**config.mk**
```make
export PLATFORM = sky130hd
export DESIGN_NAME = utf8_stream_decoder_unit
export DESIGN_NICKNAME = d
export VERILOG_FILES = /design/src/rtl/u8d_pkg.sv /design/src/rtl/u8d_step_unit.sv /design/src/rtl/utf8_stream_decoder_unit.sv
export VERILOG_INCLUDE_DIRS = /design/src /design/src/rtl
export SDC_FILE = /design/constraint.sdc
export NUM_CORES = 1
export LEC_CHECK = 0
export BUFFER_PORTS_ARGS = -buffer_cell sky130_fd_sc_hd__buf_2
export CAP_MARGIN = 20
export CORE_UTILIZATION = 40
export DETAILED_ROUTE_END_ITERATION = 8
export PLACE_DENSITY_LB_ADDON = 0.25
export SLEW_MARGIN = 10
export SYNTH_ARGS = -nofsm -noshare
export SYNTH_HDL_FRONTEND = slang
export SYNTH_SLANG_ARGS = --single-unit
export TNS_END_PERCENT = 100
```
**constraint.sdc**
```tcl
create_clock -name i_clk -period 3.9 [get_ports i_clk]
set_input_delay 0 -clock i_clk [delete_from_list [all_inputs] [get_ports i_clk]]
set_output_delay 0 -clock i_clk [all_outputs]
set_load 0.01 [all_outputs]
```
**src/rtl/assert_macros.svh**
```systemverilog
// assertion macros shared by the decoder rtl
`ifndef ASSERT_MACROS_SVH
`define ASSERT_MACROS_SVH

`ifndef NO_ASSERTIONS

`define ASSERT_IMPLY(label, clk, rst_n, ante, cons) \
    label: assert property (@(posedge clk) disable iff (!rst_n) (ante) |-> (cons)) \
        else $error("assertion failed");

`define ASSERT_NEXT(label, clk, rst_n, ante, cons) \
    label: assert property (@(posedge clk) disable iff (!rst_n) (ante) |=> (cons)) \
        else $error("assertion failed");

`else

`define ASSERT_IMPLY(label, clk, rst_n, ante, cons)

`define ASSERT_NEXT(label, clk, rst_n, ante, cons)

`endif

`endif

```
**src/rtl/u8d_pkg.sv**
```systemverilog
// types and constants shared by the utf-8 stream decoder
package u8d_pkg;

    localparam int CP_W = 21;

    localparam logic [CP_W-1:0] C_REPLACEMENT = 21'h00FFFD;
    localparam logic [CP_W-1:0] C_MIN_2       = 21'h000080;
    localparam logic [CP_W-1:0] C_MIN_3       = 21'h000800;
    localparam logic [CP_W-1:0] C_MIN_4       = 21'h010000;
    localparam logic [CP_W-1:0] C_SURR_LO     = 21'h00D800;
    localparam logic [CP_W-1:0] C_SURR_HI     = 21'h00DFFF;
    localparam logic [CP_W-1:0] C_MAX_CP      = 21'h10FFFF;
    localparam logic [CP_W-1:0] C_LF          = 21'h00000A;
    localparam logic [CP_W-1:0] C_CR          = 21'h00000D;

    localparam logic [7:0] C_MASK_2  = 8'hE0;
    localparam logic [7:0] C_LEAD_2  = 8'hC0;
    localparam logic [7:0] C_MASK_3  = 8'hF0;
    localparam logic [7:0] C_LEAD_3  = 8'hE0;
    localparam logic [7:0] C_MASK_4  = 8'hF8;
    localparam logic [7:0] C_LEAD_4  = 8'hF0;
    localparam logic [7:0] C_CONT_MASK = 8'hC0;
    localparam logic [7:0] C_CONT_TAG  = 8'h80;

    // one evaluation of the sequence at the head of the buffer
    typedef struct packed {
        logic            emit;   // a result comes out of this step
        logic            stop;   // nothing more to decode for this request
        logic            clear;  // drop every buffered byte
        logic [2:0]      drop;   // bytes to remove from the front
        logic [CP_W-1:0] cp;
        logic            repl;
    } t_step;

endpackage

```
**src/rtl/u8d_step_unit.sv**
```systemverilog
// decode and validation of the sequence at the head of the byte buffer
module u8d_step_unit
    import u8d_pkg::*;
(
    input  logic [3:0][7:0] i_bytes,
    input  logic [2:0]      i_cnt,
    input  logic            i_eot,
    output t_step           o_step
);

    logic [7:0]      lead;
    logic [2:0]      len;
    logic            lead_bad;
    logic [3:1]      cont_ok;
    logic [CP_W-1:0] cp2;
    logic [CP_W-1:0] cp3;
    logic [CP_W-1:0] cp4;
    logic [CP_W-1:0] cp_sel;
    logic            form_ok;
    logic            seq_ok;

    assign lead = i_bytes[0];

    always_comb begin
        len      = 3'd1;
        lead_bad = 1'b0;
        if (!lead[7]) begin
            len = 3'd1;
        end else if ((lead & C_MASK_2) == C_LEAD_2) begin
            len = 3'd2;
        end else if ((lead & C_MASK_3) == C_LEAD_3) begin
            len = 3'd3;
        end else if ((lead & C_MASK_4) == C_LEAD_4) begin
            len = 3'd4;
        end else begin
            lead_bad = 1'b1;
        end
    end

    always_comb begin
        for (int j = 1; j < 4; j++) begin
            cont_ok[j] = (i_bytes[j] & C_CONT_MASK) == C_CONT_TAG;
        end
    end

    assign cp2 = {10'd0, lead[4:0], i_bytes[1][5:0]};
    assign cp3 = {5'd0, lead[3:0], i_bytes[1][5:0], i_bytes[2][5:0]};
    assign cp4 = {lead[2:0], i_bytes[1][5:0], i_bytes[2][5:0], i_bytes[3][5:0]};

    always_comb begin
        case (len)
            3'd2: begin
                cp_sel  = cp2;
                form_ok = cont_ok[1] && (cp2 >= C_MIN_2);
            end
            3'd3: begin
                cp_sel  = cp3;
                form_ok = cont_ok[1] && cont_ok[2] && (cp3 >= C_MIN_3);
            end
            3'd4: begin
                cp_sel  = cp4;
                form_ok = cont_ok[1] && cont_ok[2] && cont_ok[3] && (cp4 >= C_MIN_4);
            end
            default: begin
                cp_sel  = {14'd0, lead[6:0]};
                form_ok = 1'b1;
            end
        endcase
    end

    assign seq_ok = form_ok && !((cp_sel >= C_SURR_LO) && (cp_sel <= C_SURR_HI))
                    && (cp_sel <= C_MAX_CP);

    always_comb begin
        o_step       = '0;
        o_step.cp    = C_REPLACEMENT;
        o_step.repl  = 1'b1;
        if (i_cnt == 3'd0) begin
            o_step.stop = 1'b1;
        end else if (lead_bad) begin
            o_step.emit = 1'b1;
            o_step.drop = 3'd1;
        end else if (len > i_cnt) begin
            // incomplete sequence: flushed as one replacement at end of text
            o_step.stop = 1'b1;
            if (i_eot) begin
                o_step.emit  = 1'b1;
                o_step.clear = 1'b1;
            end
        end else if (seq_ok) begin
            o_step.emit = 1'b1;
            o_step.drop = len;
            o_step.cp   = cp_sel;
            o_step.repl = 1'b0;
        end else begin
            o_step.emit = 1'b1;
            o_step.drop = 3'd1;
        end
    end

endmodule

```
**src/rtl/utf8_stream_decoder_unit.sv**
```systemverilog
// top level of the utf-8 stream decoder: byte buffer, sequencer and output register
//
// Takes one byte per request and emits zero to four decoded code points, U+FFFD
// standing in for malformed input. A byte is accepted only while the block is idle;
// each request then runs until its last result is in the output register, stalling
// while the output side does. The single step unit decodes one buffered sequence
// per cycle while no result is held or the output register is free; the sequencer
// holds the last result back until it learns that it closes the request (run_last).
// Up to three bytes of an unfinished sequence stay buffered between requests;
// a byte with tlast set flushes them. Output tlast marks the final result of a text.
`include "assert_macros.svh"

module utf8_stream_decoder_unit
    import u8d_pkg::*;
(
    input  logic        i_clk,
    input  logic        i_rst_n,
    input  logic        s_axis_tvalid,
    output logic        s_axis_tready,
    input  logic [7:0]  s_axis_tdata,   // [7:0] data_byte
    input  logic        s_axis_tlast,   // end_of_text
    output logic        m_axis_tvalid,
    input  logic        m_axis_tready,
    output logic [23:0] m_axis_tdata,   // [20:0] code_point, [21] run_last, [23:22] zero
    output logic [1:0]  m_axis_tuser,   // [0] is_replacement, [1] renderable
    output logic        m_axis_tlast    // text_last
);

    typedef enum logic {S_IDLE, S_RUN} t_state;

    t_state          r_state, n_state;
    logic [3:0][7:0] r_buf, n_buf;
    logic [2:0]      r_cnt, n_cnt;
    logic            r_eot, n_eot;
    logic            r_have, n_have;
    logic [CP_W-1:0] r_hold_cp, n_hold_cp;
    logic            r_hold_repl, n_hold_repl;
    logic            r_out_valid, n_out_valid;
    logic [CP_W-1:0] r_out_cp, n_out_cp;
    logic            r_out_repl, n_out_repl;
    logic            r_out_rend, n_out_rend;
    logic            r_out_run_last, n_out_run_last;
    logic            r_out_text_last, n_out_text_last;

    t_step           step;
    logic            out_free;
    logic [3:0][7:0] shifted;

    u8d_step_unit u_step (
        .i_bytes (r_buf),
        .i_cnt   (r_cnt),
        .i_eot   (r_eot),
        .o_step  (step)
    );

    assign out_free = !r_out_valid || m_axis_tready;
    assign shifted  = r_buf >> {step.drop, 3'b000};

    always_comb begin
        n_state         = r_state;
        n_buf           = r_buf;
        n_cnt           = r_cnt;
        n_eot           = r_eot;
        n_have          = r_have;
        n_hold_cp       = r_hold_cp;
        n_hold_repl     = r_hold_repl;
        n_out_valid     = r_out_valid && !m_axis_tready;
        n_out_cp        = r_out_cp;
        n_out_repl      = r_out_repl;
        n_out_rend      = r_out_rend;
        n_out_run_last  = r_out_run_last;
        n_out_text_last = r_out_text_last;

        case (r_state)
            S_IDLE: begin
                if (s_axis_tvalid) begin
                    n_buf[r_cnt[1:0]] = s_axis_tdata;
                    n_cnt             = r_cnt + 3'd1;
                    n_eot             = s_axis_tlast;
                    n_state           = S_RUN;
                end
            end
            S_RUN: begin
                if (step.emit) begin
                    if (!r_have || out_free) begin
                        // the held result is known not to be the last one
                        if (r_have) begin
                            n_out_valid     = 1'b1;
                            n_out_cp        = r_hold_cp;
                            n_out_repl      = r_hold_repl;
                            n_out_rend      = (r_hold_cp != C_LF) && (r_hold_cp != C_CR);
                            n_out_run_last  = 1'b0;
                            n_out_text_last = 1'b0;
                        end
                        n_have      = 1'b1;
                        n_hold_cp   = step.cp;
                        n_hold_repl = step.repl;
                        n_buf       = shifted;
                        if (step.clear || ({1'b0, step.drop} >= {1'b0, r_cnt})) begin
                            n_cnt = 3'd0;
                        end else begin
                            n_cnt = r_cnt - step.drop;
                        end
                    end
                end else if (!r_have) begin
                    n_state = S_IDLE;
                    if (r_eot) begin
                        n_cnt = 3'd0;
                    end
                end else if (out_free) begin
                    n_out_valid     = 1'b1;
                    n_out_cp        = r_hold_cp;
                    n_out_repl      = r_hold_repl;
                    n_out_rend      = (r_hold_cp != C_LF) && (r_hold_cp != C_CR);
                    n_out_run_last  = 1'b1;
                    n_out_text_last = r_eot;
                    n_have          = 1'b0;
                    n_state         = S_IDLE;
                    if (r_eot) begin
                        n_cnt = 3'd0;
                    end
                end
            end
            default: begin
                n_state = S_IDLE;
            end
        endcase
    end

    always_ff @(posedge i_clk) begin
        r_buf           <= n_buf;
        r_eot           <= n_eot;
        r_hold_cp       <= n_hold_cp;
        r_hold_repl     <= n_hold_repl;
        r_out_cp        <= n_out_cp;
        r_out_repl      <= n_out_repl;
        r_out_rend      <= n_out_rend;
        r_out_run_last  <= n_out_run_last;
        r_out_text_last <= n_out_text_last;
        if (!i_rst_n) begin
            r_state     <= S_IDLE;
            r_cnt       <= 3'd0;
            r_have      <= 1'b0;
            r_out_valid <= 1'b0;
        end else begin
            r_state     <= n_state;
            r_cnt       <= n_cnt;
            r_have      <= n_have;
            r_out_valid <= n_out_valid;
        end
    end

    assign s_axis_tready = (r_state == S_IDLE);
    assign m_axis_tvalid = r_out_valid;
    assign m_axis_tdata  = {2'b00, r_out_run_last, r_out_cp};
    assign m_axis_tuser  = {r_out_rend, r_out_repl};
    assign m_axis_tlast  = r_out_text_last;

    `ASSERT_IMPLY(a_room_on_accept, i_clk, i_rst_n, s_axis_tvalid && s_axis_tready, !r_cnt[2])

    `ASSERT_IMPLY(a_hold_only_in_run, i_clk, i_rst_n, r_have, r_state == S_RUN)

    `ASSERT_IMPLY(a_text_end_closes_run, i_clk, i_rst_n, r_out_valid && r_out_text_last, r_out_run_last)

    `ASSERT_NEXT(a_text_end_empties, i_clk, i_rst_n, (r_state == S_RUN) && !step.emit && r_eot && (!r_have || out_free), (r_cnt == 3'd0) && (r_state == S_IDLE))

endmodule

```
; Word-level counts from Yosys, hierarchy flattened
; Index checks and enable logic that the tools add are counted.
[word_totals]
inputBits = 13
reg_bits = 86
[op_classes]
shifts = 1
reduce_logical = 29
mux = 73
addsub = 2
order_cmp = 10
bitwise = 2
n_eq_ne = 18
[ops]
columns = operator, count
row1 = $mux W21, 5
row2 = $mux W32, 3
row3 = $pmux W32 S2, 1
row4 = $pmux W21 S3, 1
row5 = $mux W22, 2
row6 = $ne A21 B4 Y1 const B, 2
row7 = $mux W1, 40
row8 = $mux W3, 13
row9 = $bwmux W32, 1
row10 = $shr A32 B6 Y32, 1
row11 = $mux W26, 1
row12 = $mux W25, 1
row13 = $ge A21 B16 Y1 const B, 1
row14 = $ge A21 B17 Y1 const B, 1
row15 = $le A21 B16 Y1 const B, 1
row16 = $le A21 B21 Y1 const B, 1
row17 = $demux W8 S2, 1
row18 = $ge A16 B12 Y1 const B, 1
row19 = $ge A11 B8 Y1 const B, 1
row20 = $logic_and A1 B1 Y1, 11
row21 = $reduce_and A3 Y1, 3
row22 = $mux W8, 1
row23 = $eq A2 B2 Y1 const B, 3
row24 = $eq A3 B2 Y1 const B, 2
row25 = other kinds (25), 37

; Longest topological paths before layout
[logic_depth]
word_depth = 22
depth_mapped = 18
mapped_depth_nobuf = 16

; Modules after synthesis
; From an unflattened synthesis, not the netlist that was laid out.
[unflattened]
hier_cells = 378
area_unflattened_um2 = 4496.8
[by_module_without_submodules]
columns = mod, area_each_um2, instances, cells_each
row1 = utf8_stream_decoder_unit, 3666.0, 1, 249
row2 = u8d_step_unit, 830.8, 1, 129

; Worst setup path before layout
; OpenSTA, ideal clock, no wires.
[synth_path]
path_type = register to register
startpoint = reg r_buf[5] (netlist name)
endpoint = reg r_cnt[0]
n_path_buf = 3
arrival_ps = 3555
slack_ps = 254
period_less_slack_ps = 3646
stages_incl_launch_ff = 18
required_ps = 3809
path_cell_list = edfxtp_1 buf_6 buf_2 a21oi_1 ha_1 and2b_4 a22oi_2 a41o_1 o2111a_2 and2_1 clkbuf_1 inv_1 ha_1 a311oi_1 o221ai_1 o32ai_1 a21oi_1 a311oi_1
[synth_between]
elab_chain_len = 22
word_cells_on_any_way = 43
cone_classes = add/sub: 1 / order compare: 5 / eq/ne: 8 / mux: 23 / reduce/logical: 6
[synth_rtl]
columns = element, line_no
row1 = "start, declared", utf8_stream_decoder_unit.sv:32  ; logic [3:0][7:0] r_buf, n_buf;
row2 = "start signal, assigned", utf8_stream_decoder_unit.sv:131  ; r_buf <= n_buf;
row3 = $eq A5 B5 Y1, u8d_step_unit.sv:33  ; end else if ((lead & C_MASK_4) == C_LEAD_4) begin
row4 = $mux W3, u8d_step_unit.sv:33
row5 = $mux W3, u8d_step_unit.sv:31  ; end else if ((lead & C_MASK_3) == C_LEAD_3) begin
row6 = $mux W3, u8d_step_unit.sv:29  ; end else if ((lead & C_MASK_2) == C_LEAD_2) begin
row7 = $mux W3, u8d_step_unit.sv:27  ; if (!lead[7]) begin
row8 = $eq A3 B3 Y1 or $eq A3 B2 Y1 (tied branches), u8d_step_unit.sv:51  ; case (len)
row9 = $pmux W21 S3, u8d_step_unit.sv:51
row10 = $ge A21 B16 Y1 or $le A21 B16 Y1 (tied branches), u8d_step_unit.sv:71  ; assign seq_ok = form_ok && !((cp_sel >= C_SURR_LO) && (cp_sel <= C_SURR_HI))
row11 = [6 not listed], -
row12 = $mux W3, u8d_step_unit.sv:80  ; end else if (lead_bad) begin
row13 = $mux W26, u8d_step_unit.sv:78  ; if (i_cnt == 3'd0) begin
row14 = $ge A3 B3 Y1, utf8_stream_decoder_unit.sv:99  ; if (step.clear || ({1'b0, step.drop} >= {1'b0, r_cnt})) begin
row15 = $logic_or A1 B1 Y1, utf8_stream_decoder_unit.sv:99
row16 = $mux W3, utf8_stream_decoder_unit.sv:99
row17 = $mux W3, utf8_stream_decoder_unit.sv:85  ; if (!r_have || out_free) begin
row18 = $mux W3, utf8_stream_decoder_unit.sv:84  ; if (step.emit) begin
row19 = $pmux W3 S2, utf8_stream_decoder_unit.sv:74  ; case (r_state)
row20 = "end signal, assigned", utf8_stream_decoder_unit.sv:147  ; r_cnt <= n_cnt;
row21 = "end, declared", utf8_stream_decoder_unit.sv:33  ; logic [2:0] r_cnt, n_cnt;
; Parallel ways exist; a longest one is shown, timed or not. The select of a mux whose other input is x is not followed.
; A chain may end at the register's enable or synchronous reset.

; Worst setup path after layout
[layout_path]
startpoint = reg r_buf[6] (netlist name)
endpoint = reg r_cnt[0]
; Same word-level chain as after synthesis.

==> out/metrics.yaml <==
drt:
  vias: 3456
  routedWlPerCell_um: 19.18
  wl_um: 11350
  ant_nets: 0
  drcViolationCount: 0
  drt_iter0_markers: 252
  dr.pass1.iters: 5
  viasPerCell: 5.838
sta:
  worst_slew_pin_slew_ps: 839.0
  slew_headroom: 0.4406
  finalSetupViolations: 0
  skew_ps: 7.383
  slew_violations: 0
  fmax_mhz: 271.7
  setup_tns_ps: 0
  post-route-period-util: 0.9439
  setup_ws_ps: 219.0
  fin_crit_ps: 3681
  hold_violations: 0
  worst_hold_slack_ps: 10.56
  rsz0062_at_grt: "false"
layout:
  post-route-cell-area_um2: 5380
  drive_gt1_frac: 0.2361
  fin_util: 0.4712
  antennaDiodeCount: 0
  final_cell_mix: "80 x edfxtp_1, 45 x nand2_1, 40 x buf_2, 18 x buf_4, 17 x inv_1"
  final_common_cell: "edfxtp_1"
  area_growth_pct: 14.73
  fin_nets: 466
die:
  die_y_um: 110.3
  ios: 42
  rows: 39
  die_width_um: 110.3
  start_util: 0.4107
  die_area_um2: 12160
  core_um2: 11420
yosys:
  synth.area.top_cells: "edfxtp_1 51%, nand2_1 3.6%, a221o_1 3.0%, dfxtp_1 2.6%, ha_1 2.1%"
  synthCells: 395
  synthArstFlopShare: 0
  yosysTopAreaCellShare: 0.5123
  ys_seq_elements: 86
  synthFlopType: "edfxtp_1"
  syn_area_um2: 4689
  synth_cell_types: 78
  yosys_warnings: 0
  ys_seq_area_frac: 0.5379
  syn_area_per_cell_um2: 11.87
  synth-edff-count: 80
  yosys.area.top_type: "edfxtp_1"
global_route:
  overflow: 0
  grt_max_degree: 26
  grt_first_pass_wirelength_um: 17940
  antenna_found_initial: 0
  grt_usage: 0.2018
  grt_pass1_vias: 3311
clocking:
  cts.sinks: 86
  insertion_delay_ps: 340
  clock_tree.root_cell: "clkbuf_16"
  cts.htree.levels: 3
  numCtsBuffers: 9
  clockBufferDepth: 2
  cts_tree: "yes"
  clk_pin_slew_worst_paths_ps: 60
setup_path:
  crit_required_ps: 4160
  crit_path_top_delay_cell: "edfxtp_1"
  crit_chain: "nand2_2, a21oi_1, ha_1, and2b_4, a22oi_2, a41o_1, o2111a_2, and2_2, inv_1, ha_1, a311oi_2, o221ai_2, o32ai_2, a21oi_1, a311oi_1"
  arrival_ps: 3940
  rrSetupSlack_ps: 220
  reg2reg_to: "r_cnt[0]$_SDFFE_PN0P_"
  crit_type: "reg2reg"
  r2r_start: "r_buf[6]$_DFFE_PP_"
  reg2reg_depth: 15
  end_kind: "flop"
  critPathMaxFanout: 6
  cp-start-kind: "flop"
  critPathMaxStageDelay_ps: 440
worst_hold_path:
  whs_path_depth: 2
  whs_endpoint: "r_buf[30]$_DFFE_PP_"
  hp-start: "s_axis_tdata[6]"
  hold_class: "in2reg"
pwr:
  max-vdd-ir-drop_mv: 0.2561
  p_per_area_nw_per_um2: 496.2
  power.leakage_nw: 1.903
status:
  outcome: "finished clean"
place:
  port_buffers: 39
  place_hpwl_um: 8425
  placed_area_um2: 4979
  place_ws_ps: 97.20
  gp_congestion: 0.9181
flow_run:
  max-cap-violations: 0
-- worst max-delay path: cells and delay by family, from the launching register on --
kind            cells  cell delay, ps
flops               1             440
fa+ha+maj           2             620
buf+inv             1             100
simple gates        3             520
compound gates      9            1910
-- layer usage --
| layer | track usage | vias to the layer above | part of all wire |
|---|---|---|---|
| li1 | - | 1634 | - |
| met1 | 0.2711 | 1668 | 0.46 |
| met2 | 0.3146 | 137 | 0.47 |
| met3 | 0.04586 | 17 | 0.056 |
| met4 | 0.08177 | 0 | 0.017 |
| met5 | 0 | - | 0 |
-- flip-flops by register name (all words and copies together) (netlist names) --
register,count
m_axis_tlast,1
r_state,1
r_have,1
r_out_run_last,1
r_out_cp,21
r_buf,32
r_hold_repl,1
r_out_rend,1
r_hold_cp,21
r_out_repl,1
r_cnt,3
m_axis_tvalid,1
r_eot,1
-- cell families after synthesis --
group                      count (synthesis)  share of synthesized area
AOI/OAI and AO/OA                        110                     0.2025
muxes                                      8                    0.01708
adders and majority gates                  9                    0.02561
and+or+nand+nor                          135                     0.1571
xor gates and xnor gates                   1                   0.001868
other                                      1                  0.0007997
buffers and inverters                     45                    0.05710
DFF                                       86                     0.5379
-- stage by stage --
| step | std cells | total power [mW] |
|---|---|---|
| 5_1_grt | 592 | 2.788 |
| 3_3_place_gp | 566 | 1.789 |
| 4_1_cts | 587 | 2.657 |
| 2_1_floorplan | 396 | 1.654 |
| 6_report | 592 | 2.669 |
| 3_5_place_dp | 566 | 1.802 |
-- how the worst max path moves through the flow --
stage / start / end / slack [ps] / depth (start not counted)
6_report: r_buf[6]$_DFFE_PP_ / r_cnt[0]$_SDFFE_PN0P_ / 220 / 15
5_1_grt: r_buf[6]$_DFFE_PP_ / r_cnt[0]$_SDFFE_PN0P_ / 20 / 15
4_1_cts: r_buf[6]$_DFFE_PP_ / r_cnt[0]$_SDFFE_PN0P_ / 30 / 15
3_5_place_dp: r_buf[6]$_DFFE_PP_ / r_cnt[0]$_SDFFE_PN0P_ / 100 / 15
3_3_place_gp: r_buf[7]$_DFFE_PP_ / r_cnt[0]$_SDFFE_PN0P_ / 310 / 15
2_1_floorplan: r_buf[5]$_DFFE_PP_ / r_cnt[0]$_SDFFE_PN0P_ / 250 / 17
-- layout make-up --
| class | count | area (um^2) |
|---|---|---|
| fill | 1063 | 6038 |
| inverter | 19 | 71.32 |
| clock buffer | 10 | 229.0 |
| sequential | 86 | 2522 |
| tap | 143 | 178.9 |
| timing repair buffer | 63 | 385.4 |
| clock inverter | 6 | 61.31 |
| multi-input combinational | 265 | 1932 |
-- power by group --
group          internal (mW)  total, mW  switching, mW
registers               1.11       1.17         0.0687
clock network          0.495      0.848          0.353
logic                  0.250      0.647          0.397
-- synthesized netlist by cell type (2+ instances only) --
| library cell | count |
|---|---|
| nand2b_1 | 2 |
| buf_1 | 2 |
| buf_6 | 7 |
| o21ai_0 | 3 |
| nor4_1 | 4 |
| mux2i_1 | 8 |
| nand3_1 | 7 |
| nor2_1 | 16 |
| clkbuf_1 | 6 |
| ha_1 | 8 |
| o211ai_1 | 3 |
| nor2b_1 | 7 |
| and2b_2 | 2 |
| a21oi_1 | 14 |
| inv_2 | 2 |
| edfxtp_1 | 80 |
| a311oi_1 | 3 |
| buf_4 | 6 |
| o221ai_1 | 4 |
| o22ai_1 | 2 |
| a31oi_1 | 8 |
| a221oi_1 | 9 |
| buf_2 | 3 |
| and3_1 | 11 |
| dfxtp_1 | 6 |
| nor3_1 | 4 |
| nand2_1 | 45 |
| o21ai_1 | 12 |
| nand4_1 | 4 |
| a221oi_4 | 2 |
| a221o_1 | 14 |
| a22oi_1 | 3 |
| inv_1 | 17 |
| a22o_1 | 9 |
| or4_1 | 2 |
| and2_1 | 14 |
| a222oi_1 | 2 |
| nand3b_1 | 3 |
| a21o_1 | 2 |
-- what timing repair did --
action	in CTS	in global routing
endpoints found under the setup margin	0	3
gates resized for setup	0	4
endpoints found under the hold margin	11	0
hold buffers	5	0
buffers inserted	0	4
(Power assumes the default switching activity.)
